`src/sv/wfm_pkg.sv`:
```
package wfm_pkg;

  // linear congruential generator
  localparam logic [31:0] LCG_MUL = 32'd1664525;
  localparam logic [31:0] LCG_ADD = 32'd1013904223;

  // configuration register indexes
  localparam logic [3:0] REG_WOW_INC     = 4'd0;
  localparam logic [3:0] REG_WOW_OFFSET  = 4'd1;
  localparam logic [3:0] REG_WOW_AMP     = 4'd2;
  localparam logic [3:0] REG_FLUTTER_INC = 4'd3;
  localparam logic [3:0] REG_JITTER_INC  = 4'd4;
  localparam logic [3:0] REG_FLUTTER_AMP = 4'd5;
  localparam logic [3:0] REG_NOISE_SEED  = 4'd6;
  localparam logic [3:0] REG_SMOOTHING   = 4'd7;

  // datapath operations issued by the controller
  typedef enum logic [3:0] {
    OP_NONE,
    OP_TICK,
    OP_RESTART,
    OP_INDEX,
    OP_DIV,
    OP_STEP,
    OP_WHITE,
    OP_WALK,
    OP_MIX1,
    OP_MIX2,
    OP_FILT1,
    OP_FILT2,
    OP_FILT3,
    OP_OUT1,
    OP_OUT2,
    OP_ZERO
  } op_t;

  typedef struct packed {
    logic white_cond;
  } status_t;

  function automatic logic signed [15:0] sat16(input logic signed [63:0] v);
    logic signed [15:0] r;
    if (v > 64'sd32767) begin
      r = 16'sh7fff;
    end else if (v < -64'sd32768) begin
      r = -16'sd32768;
    end else begin
      r = v[15:0];
    end
    return r;
  endfunction

endpackage

```
`src/sv/wfm_ctrl.sv`:
```
module wfm_ctrl #(
  parameter int DIV_STEPS = 18
) (
  input  logic             clk,
  input  logic             rst,
  input  logic             in_valid,
  output logic             in_ready,
  input  logic             cmd,
  output logic             out_valid,
  input  logic             out_ready,
  input  wfm_pkg::status_t status,
  output wfm_pkg::op_t     op
);

  localparam int CW = $clog2(DIV_STEPS + 1);

  typedef enum logic [3:0] {
    S_IDLE, S_INDEX, S_DIV1, S_STEP, S_DIV2, S_WHITE, S_WALK, S_MIX1,
    S_MIX2, S_FILT1, S_FILT2, S_FILT3, S_OUT1, S_OUT2, S_ZERO
  } state_t;

  state_t state;
  logic [CW-1:0] cnt;
  logic out_free;
  logic last_step;

  assign out_free  = !out_valid || out_ready;
  assign last_step = (cnt == CW'(DIV_STEPS - 1));
  assign in_ready  = (state == S_IDLE);

  always_comb begin
    op = wfm_pkg::OP_NONE;
    unique case (state)
      S_IDLE:  if (in_valid) op = cmd ? wfm_pkg::OP_RESTART : wfm_pkg::OP_TICK;
      S_INDEX: op = wfm_pkg::OP_INDEX;
      S_DIV1:  op = wfm_pkg::OP_DIV;
      S_STEP:  op = wfm_pkg::OP_STEP;
      S_DIV2:  op = wfm_pkg::OP_DIV;
      S_WHITE: op = wfm_pkg::OP_WHITE;
      S_WALK:  op = wfm_pkg::OP_WALK;
      S_MIX1:  op = wfm_pkg::OP_MIX1;
      S_MIX2:  op = wfm_pkg::OP_MIX2;
      S_FILT1: op = wfm_pkg::OP_FILT1;
      S_FILT2: op = wfm_pkg::OP_FILT2;
      S_FILT3: op = wfm_pkg::OP_FILT3;
      S_OUT1:  op = wfm_pkg::OP_OUT1;
      S_OUT2:  if (out_free) op = wfm_pkg::OP_OUT2;
      S_ZERO:  if (out_free) op = wfm_pkg::OP_ZERO;
      default: op = wfm_pkg::OP_NONE;
    endcase
  end

  always_ff @(posedge clk) begin
    if (rst) begin
      state     <= S_IDLE;
      cnt       <= '0;
      out_valid <= 1'b0;
    end else begin
      if (out_valid && out_ready) out_valid <= 1'b0;
      unique case (state) inside
        S_IDLE: begin
          if (in_valid) state <= cmd ? S_ZERO : S_INDEX;
        end
        S_INDEX: begin
          cnt   <= '0;
          state <= S_DIV1;
        end
        S_DIV1: begin
          cnt <= cnt + 1'b1;
          if (last_step) state <= S_STEP;
        end
        S_STEP: begin
          cnt   <= '0;
          state <= status.white_cond ? S_DIV2 : S_WALK;
        end
        S_DIV2: begin
          cnt <= cnt + 1'b1;
          if (last_step) state <= S_WHITE;
        end
        S_WHITE: state <= S_WALK;
        S_WALK:  state <= S_MIX1;
        S_MIX1:  state <= S_MIX2;
        S_MIX2:  state <= S_FILT1;
        S_FILT1: state <= S_FILT2;
        S_FILT2: state <= S_FILT3;
        S_FILT3: state <= S_OUT1;
        S_OUT1:  state <= S_OUT2;
        S_OUT2, S_ZERO: begin
          if (out_free) begin
            out_valid <= 1'b1;
            state     <= S_IDLE;
          end
        end
        default: state <= S_IDLE;
      endcase
    end
  end

endmodule

```
`config.mk`:
```
export PLATFORM = sky130hd
export DESIGN_NAME = wfm_ctrl
export DESIGN_NICKNAME = d
export VERILOG_FILES = /design/src/sv/wfm_pkg.sv /design/src/sv/wfm_ctrl.sv
export SDC_FILE = /design/constraint.sdc
export NUM_CORES = 1
export LEC_CHECK = 0
export ABC_CLOCK_PERIOD_IN_PS = 1600
export BUFFER_PORTS_ARGS = -buffer_cell sky130_fd_sc_hd__buf_2
export CAP_MARGIN = 20
export CORE_UTILIZATION = 55
export CTS_CLUSTER_DIAMETER = 80
export DETAILED_ROUTE_END_ITERATION = 6
export GPL_ROUTABILITY_DRIVEN = 0
export PLACE_DENSITY = 0.88
export SYNTH_ARGS = -nofsm -noshare
export SYNTH_HDL_FRONTEND = slang
export SYNTH_SLANG_ARGS = --single-unit
```
`constraint.sdc`:
```
create_clock -name clk -period 1.6 [get_ports clk]
set_clock_uncertainty 0.05 [all_clocks]
set_input_delay 0.08 -clock clk [delete_from_list [all_inputs] [get_ports clk]]
set_output_delay 0.08 -clock clk [all_outputs]
set_load 0.005 [all_outputs]
```
# ---- After elaboration in Yosys (flattened, before gate mapping)
# Cells that the tools add are included.
dict set report word_totals {
  reg_bits 10
  output_inout_bits 6
}
dict set report op_classes {
  n_addsub 1
  eq_ne 19
  mux 16
  reduce_logical 9
}
# operator count
set ops {}
lappend ops {{case mux 4 bit (14 select lines)} 2}
lappend ops {{== test 4 bit (second input constant)} 7}
lappend ops {{two-way mux 4 bit} 7}
lappend ops {{== test 4 x 3 -> 1 bit (second input constant)} 4}
lappend ops {{case mux 5 bit (2 select lines)} 1}
lappend ops {{== test 4 x 2 -> 1 bit (second input constant)} 2}
lappend ops {{!= test 2 bit (second input constant)} 4}
lappend ops {{two-way mux 2 bit} 3}
lappend ops {{OR reduction 2 bit} 3}
lappend ops {{adder 5 x 1 -> 5 bit (second input constant)} 1}
lappend ops {{== test 5 bit (second input constant)} 1}
lappend ops {{== test 4 x 1 -> 1 bit (second input constant)} 1}
lappend ops {{zero test 4 bit} 1}
lappend ops {{AND reduction 4 bit} 1}
lappend ops {{two-way mux 1 bit} 3}
lappend ops {{nonzero test 2 bit} 1}
lappend ops {{logical AND 1 bit} 1}
lappend ops {{zero test 1 bit} 1}
lappend ops {{logical OR 1 bit} 1}

# ---- Logic depth before layout (Yosys ltp)
# Gate-level depths: netlist of run 1.
dict set report logic_depth {
  depth_word 4
  mapped_depth 6
}

# ---- Worst setup path after synthesis of run 1
# Ideal clock, no wire load.
dict set report synth_path {
  path_type {register to register}
  startpoint {reg state[1]}
  endpoint {reg state[1]}
  setup_ps 79
  arrival_time_ps 1335
  required_time_ps 1471
  setup_slack_ps 136
  path_stages_with_launch 6
  period_less_slack_ps 1464
  path_cell_list {dfxtp_1 buf_6 nor4_4 a22oi_2 a41o_1 a211oi_2}
}
dict set report synth_between {
  word_cells_on_any_way 22
}
# element line
set synth_lines {}
lappend synth_lines {{from (decl)} wfm_ctrl.sv:22} ;# state_t state;
lappend synth_lines {{from (signal assigned)} wfm_ctrl.sv:62} ;# if (in_valid) state <= cmd ? S_ZERO : S_INDEX;
lappend synth_lines {{from (signal assigned)} wfm_ctrl.sv:74} ;# state <= status.white_cond ? S_DIV2 : S_WALK;
lappend synth_lines {{zero test 4 bit (*)} n/a}
lappend synth_lines {{named net in_ready} wfm_ctrl.sv:7} ;# output logic in_ready,
lappend synth_lines {{!= test 2 bit (no line)} n/a}
lappend synth_lines {{AND reduction 4 bit (no line)} n/a}
# Mark *: on every way through the listed nets, which the timed path passes. The rest lies on a longest branch.
# A chain may end at the register's enable or synchronous reset.

# ---- Worst setup path in the final report of run 1
dict set report layout_path {
  startpoint {reg state[2]}
  endpoint {out op[3]}
}
dict set report layout_between {
  elab_chain_cells 3
  word_cells_on_any_way 17
}
# element line
set layout_rtl {}
lappend layout_rtl {{== test 4 x 2 -> 1 bit / == test 4 x 3 -> 1 bit (equally long branches)} wfm_ctrl.sv:33} ;# unique case (state)
lappend layout_rtl {{OR reduction 2 bit (no line)} n/a}
lappend layout_rtl {{case mux 4 bit (14 select lines) (*)} wfm_ctrl.sv:33}
lappend layout_rtl {{to (decl)} wfm_ctrl.sv:12} ;# output wfm_pkg::op_t op
# Every way passes the cells marked *; elsewhere a longest branch is shown, timed or not.

==> impl_metrics.yaml, run 1 <==
route:
  via_per_inst: 7.890
  wirelength_um: 3634
  wl_per_cell_um: 23.45
  drtAntennaViolNets: 0
  drt_iter0_markers: 116
  dr.pass1.iters: 7
  drc: 3
  vias: 1223
setup_path:
  setup.worst_path.class: "flop to primary output"
  critical_path_required_ns: 1.47
  cp_cell_sequence: "buf_8 > buf_6 > buf_4 > o21ai_0 > o21ai_0 > nand2_1 > buf_2"
  crit_slowest_cell: "dfxtp_4"
  cp_slowest_stage_delay_ns: 0.39
  end_kind: "primary output"
  cp_max_fo: 4
  critPathLaunchType: "flop"
  arrival_ns: 1.65
  path_common_cell: "o21ai_0"
sta:
  slew_violations: 0
  finalHoldViolCount: 0
  fin_crit_ns: 1.776
  rsz0062_at_grt: "true"
  max_freq_mhz: 562.9
  postLayoutSetupSlackWorst_ns: -0.1764
  worst_pin_slew_ns: 0.4457
  fin_crit_sh_pct: 111.0
  slew_headroom_pct: 70.28
  tns_ns: -0.9290
  setup-violations-final: 10
outcome:
  violations: "design-rule violations, negative setup slack"
  status: "finished, violations left"
floorplan:
  core-area_um2: 1506
  die_h_um: 42.11
  die_area_um2: 1773
  fp-row-count: 14
  initial_utilization_pct: 58.72
  boundaryPins: 12
  die_w_um: 42.11
pwr:
  finalPower_mw: 3.069
  power.density_nw_per_um2: 2433
  leakage_nw: 0.5030
  max-vdd-ir-drop_mv: 1.452
flow_run:
  cap_viol_max_count: 0
global_route:
  antenna_found_initial: 0
  grt_pass1_vias: 888
  grt_pass1_wl_um: 3891
  globalRouteOverflowTotal: 0
  grt_usage_pct: 28.42
  grt_max_degree: 14
clocking:
  cts_tree: "done"
  clk_latency_ns: 0.28
  cts.sinks: 10
  clk_pin_slew_ns: 0.08
  htree_levels: 1
  cts_buffers: 3
  cts_max_path_buffers: 2
  root_buffer: "clkbuf_4"
synth:
  syn-num-nets: 117
  async_reset_ff_share_pct: 0
  ys_warn_count: 0
  synth_seq_area_share_pct: 22.63
  synth_seq_cells: 10
  yosysUniqueCellTypes: 44
  synth-edff-count: 0
  synth_area_um2: 884.6
  synth_area_per_cell_um2: 8.116
  ys.flop_type: "dfxtp_1"
  netlist_instances: 109
finish:
  stdcell_area_um2: 1261
  area_growth_pct: 42.57
  fillers: 62
  final_nets: 148
  utilization_pct: 83.72
  final_layout_size_suffix_gt1_share_pct: 50.36
  diodes: 0
place:
  pre_cts_slack_ns: 0.01342
  portBuffers: 11
  dp_hpwl_um: 1577
  place_area_um2: 1007
min_path:
  hold_class: "primary input to flop"
==> critical path, delay by kind of cell (launching register included) <==
family / cells / cell delay (ns)
buf+inv: 4 / 0.45
compound gates: 2 / 0.40
flops: 1 / 0.39
simple gates: 1 / 0.11
==> synth_stat cells, types with 2 or more instances <==
master	number	area (µm²)
a211oi_1	2	15.01
a21oi_1	9	45.04
a311oi_1	3	26.28
a31oi_1	3	18.77
a41oi_1	2	17.52
buf_2	4	20.02
buf_4	2	15.01
buf_6	2	22.52
dfxtp_1	10	200.2
ha_1	2	25.02
inv_1	5	18.77
nand2_1	10	37.54
nand3_1	5	25.02
nor2_1	7	26.28
nor2b_1	2	12.51
nor3_1	3	15.01
o211ai_1	3	22.52
o21ai_0	7	35.03
o22ai_1	2	12.51
o31ai_1	2	15.01
==> worst paths after layout <==
| kind | from | end | slack [ns] | cells after the start |
|---|---|---|---|---|
| max reg2reg | state[1] | state[2] | -0.12 | 6 |
| min reg2reg | cnt[4] | cnt[4] | 0.49 | 1 |
| min | rst | cnt[1] | 0.06 | 2 |
| max | state[2] | op[3] | -0.18 | 7 |
==> power by group <==
part,total (mW),switching [mW],internal [mW]
logic,2.34,1.27,1.08
registers,0.486,0.139,0.347
clock network,0.238,0.100,0.138
==> layout make-up <==
cell class | count | area, µm² | area share, %
Clock buffer | 4 | 36.28 | 2.877
Inverter | 5 | 21.27 | 1.687
Multi-Input combinational cell | 84 | 694.4 | 55.06
Sequential cell | 10 | 220.2 | 17.46
Tap cell | 16 | 20.02 | 1.587
Timing Repair Buffer | 36 | 269.0 | 21.33
==> through the flow <==
| step | hold WS [ns] | instances |
|---|---|---|
| floorplan | 0.1933 | 109 |
| global placement | 0.3394 | 141 |
| detailed placement | 0.3460 | 141 |
| CTS | 0.04830 | 148 |
| global route | 0.06726 | 155 |
| finish | 0.06393 | 155 |
==> cell usage in the layout, fill, tap and decap left out, drive strengths merged, types with 2 or more instances in the layout <==
master  netlist  final
a311oi        3      3
a31oi         3      3
o22ai         2      2
buf           9     36
nand3         5      5
nor3          4      4
nor4          2      2
a41oi         2      2
a21oi         9      9
nor2b         2      2
o211ai        3      3
nand2        10     10
a211oi        3      3
inv           5      5
o21ai         7      7
o31ai         2      2
dfxtp        10     10
ha            2      2
xor2          2      2
nor2          7      7
clkbuf        1      4
==> cell families (layout without fill, tap and decap cells) <==
group                    Yosys count  in the layout  synth area share, %
AO/OA/AOI/OAI                     43             43                36.49
XOR/XNOR                           3              3                5.093
adder cells (fa/ha/maj)            2              2                2.828
buffers and inverters             15             45                9.475
flip-flops                        10             10                22.63
AND/OR/NAND/NOR                   36             36                23.48
==> state kept, by name, summed over array words and instances (netlist names) <==
register   count
out_valid      1
cnt            5
state          4
==> per-layer routing <==
metal / GRT usage, % / routed length [µm] / vias up
met1: 36.22 / 1193 / 531
li1: - / - / 477
met5: 0 / 0 / -
met4: 8.750 / 370 / 0
met2: 46.56 / 1590 / 160
met3: 8.190 / 480 / 55
==> what timing repair did <==
item / in CTS / in global routing
buffers inserted: 3 / 7
setup endpoints to repair: 5 / 12
resized for setup: 10 / 28
hold buffers: 0 / 0
pin swaps: 1 / 14
(Power assumes the default switching activity.)
==> run 2: changes to the inputs <==
Settings changed: CELL_PAD_IN_SITES_DETAIL_PLACEMENT set to 1, CELL_PAD_IN_SITES_GLOBAL_PLACEMENT set to 1, CORE_UTILIZATION 55 to 41.
==> run 2 against run 1 <==
Compared with the run above: the run ends with negative setup slack left; global-route usage grew 1.2 points; hold slack improved by 0.026 ns; clock-buffer cell count stayed put; largest power group unchanged.
==> impl_metrics.yaml, run 2 (synthesis gave the netlist of run 1 again) <==
sta:
  rsz0062_at_grt: "true"
  tns_ns: -0.5645
  max_freq_mhz: 568.3
  fin_crit_sh_pct: 110.0
  worst_pin_slew_ns: 0.4890
  slew_violations: 0
  slew_headroom_pct: 67.32
  finalHoldViolCount: 0
  postLayoutSetupSlackWorst_ns: -0.1596
  hold_ws_ns: 0.08970
  fin_crit_ns: 1.760
  setup-violations-final: 9
floorplan:
  die_area_um2: 2347
  die_w_um: 48.45
  core-area_um2: 2002
  initial_utilization_pct: 44.19
  fp-row-count: 16
  die_h_um: 48.45
  boundaryPins: 12
clocking:
  cts_max_path_buffers: 2
  clk_pin_slew_ns: 0.08
  htree_levels: 1
  clk_latency_ns: 0.28
  root_buffer: "clkbuf_4"
  cts.sinks: 10
  cts_buffers: 3
  cts_tree: "done"
global_route:
  antenna_found_initial: 0
  globalRouteOverflowTotal: 0
  grt_max_degree: 16
  grt_usage_pct: 29.65
  grt_pass1_vias: 1099
  grt_pass1_wl_um: 5223
finish:
  area_growth_pct: 52.19
  top_register: "cnt"
  reg_top3: "cnt (5), state (4), out_valid (1)"
  mostFrequentLayoutCells: "buf_4 (20), buf_2 (11), nand2_1 (8)"
  mostFrequentLayoutCell: "buf_4"
  final_layout_size_suffix_gt1_share_pct: 55.24
  final_nets: 152
  fillers: 230
  largest_reg_flops: 5
  diodes: 0
route:
  drc: 0
  dr.pass1.iters: 4
  drtAntennaViolNets: 0
  wl_per_cell_um: 25.22
  wirelength_um: 4288
  drt_iter0_markers: 30
  vias: 1130
  via_per_inst: 6.647
setup_path:
  cp_max_fo: 9
  arrival_ns: 1.63
  r2r.worst_path.cells: 4
  end_kind: "primary output"
  setup.worst_path.class: "flop to primary output"
  rrSetupSlack_ns: -0.15
  critPathLaunchType: "flop"
  critical_path_required_ns: 1.47
place:
  portBuffers: 11
  dp_hpwl_um: 1998
pwr:
  power.density_nw_per_um2: 2483
  max-vdd-ir-drop_mv: 1.330
  leakage_nw: 0.5281
min_path:
  hold_depth: 2
  hold_class: "primary input to flop"
outcome:
  status: "finished, violations left"
  violations: "negative setup slack"
flow_run:
  cap_viol_max_count: 0
[run 2: critical path, cell delays in order (launching register included)]
cell and delay, ns:
dfxtp_4 0.40, nor2_1 0.32, buf_4 0.19, nor2_1 0.06, o22ai_1 0.14, o21ai_1 0.10, buf_2 0.13
[run 2: per-stage QoR]
stage | utilization (%) | setup WS, ns | cell area [µm²] | cells | total power, mW
floorplan | - | 0.1355 | 884.6 | 109 | 1.556
global placement | 52.00 | 0.04799 | 1041 | 153 | 2.063
detailed placement | 52.00 | -0.006062 | 1041 | 153 | 2.190
CTS | 56.81 | -0.007734 | 1137 | 162 | 2.569
global route | 67.25 | -0.2618 | 1346 | 170 | 3.490
finish | 67.25 | -0.1596 | 1346 | 170 | 3.343
[run 2: repair_timing]
item / 4_1_cts / 5_1_grt
endpoints found under the setup margin: 6 / 12
gates resized for setup: 11 / 36
hold buffers: 0 / 0
setup buffers: 5 / 9
cloned: 0 / 0
pin swaps: 3 / 22
[run 2: final cells by class]
cell class / instances / area, µm² / share of cell area [%]
Clock buffer: 4 / 36.28 / 2.695
Timing Repair Buffer: 40 / 326.6 / 24.26
Tap cell: 27 / 33.78 / 2.509
Inverter: 5 / 21.27 / 1.580
Multi-Input combinational cell: 84 / 708.2 / 52.60
Sequential cell: 10 / 220.2 / 16.36
[run 2: metal layers]
layer  part of all wire [%]  track usage [%]  up-vias
met2                     52            49.30       60
li1                       -                -      487
met1                     37            30.74      555
met4                    5.8            27.45        0
met5                      0                0        -
met3                    4.9            6.918       28
[run 2: path summary, 6_finish.rpt]
kind                                from       end
worst max-delay path            state[0]     op[0]
worst min-delay path                 rst    cnt[2]
worst max register to register  state[1]  state[2]
worst min register to register    cnt[4]    cnt[4]
[run 2: report_power, final]
group	total (mW)	switching, mW	leakage (nW)	internal, mW
clock	0.248	0.109	0.0210	0.139
combinational	2.62	1.39	0.422	1.23
sequential	0.478	0.131	0.0854	0.347
total	3.34	1.63	0.528	1.71
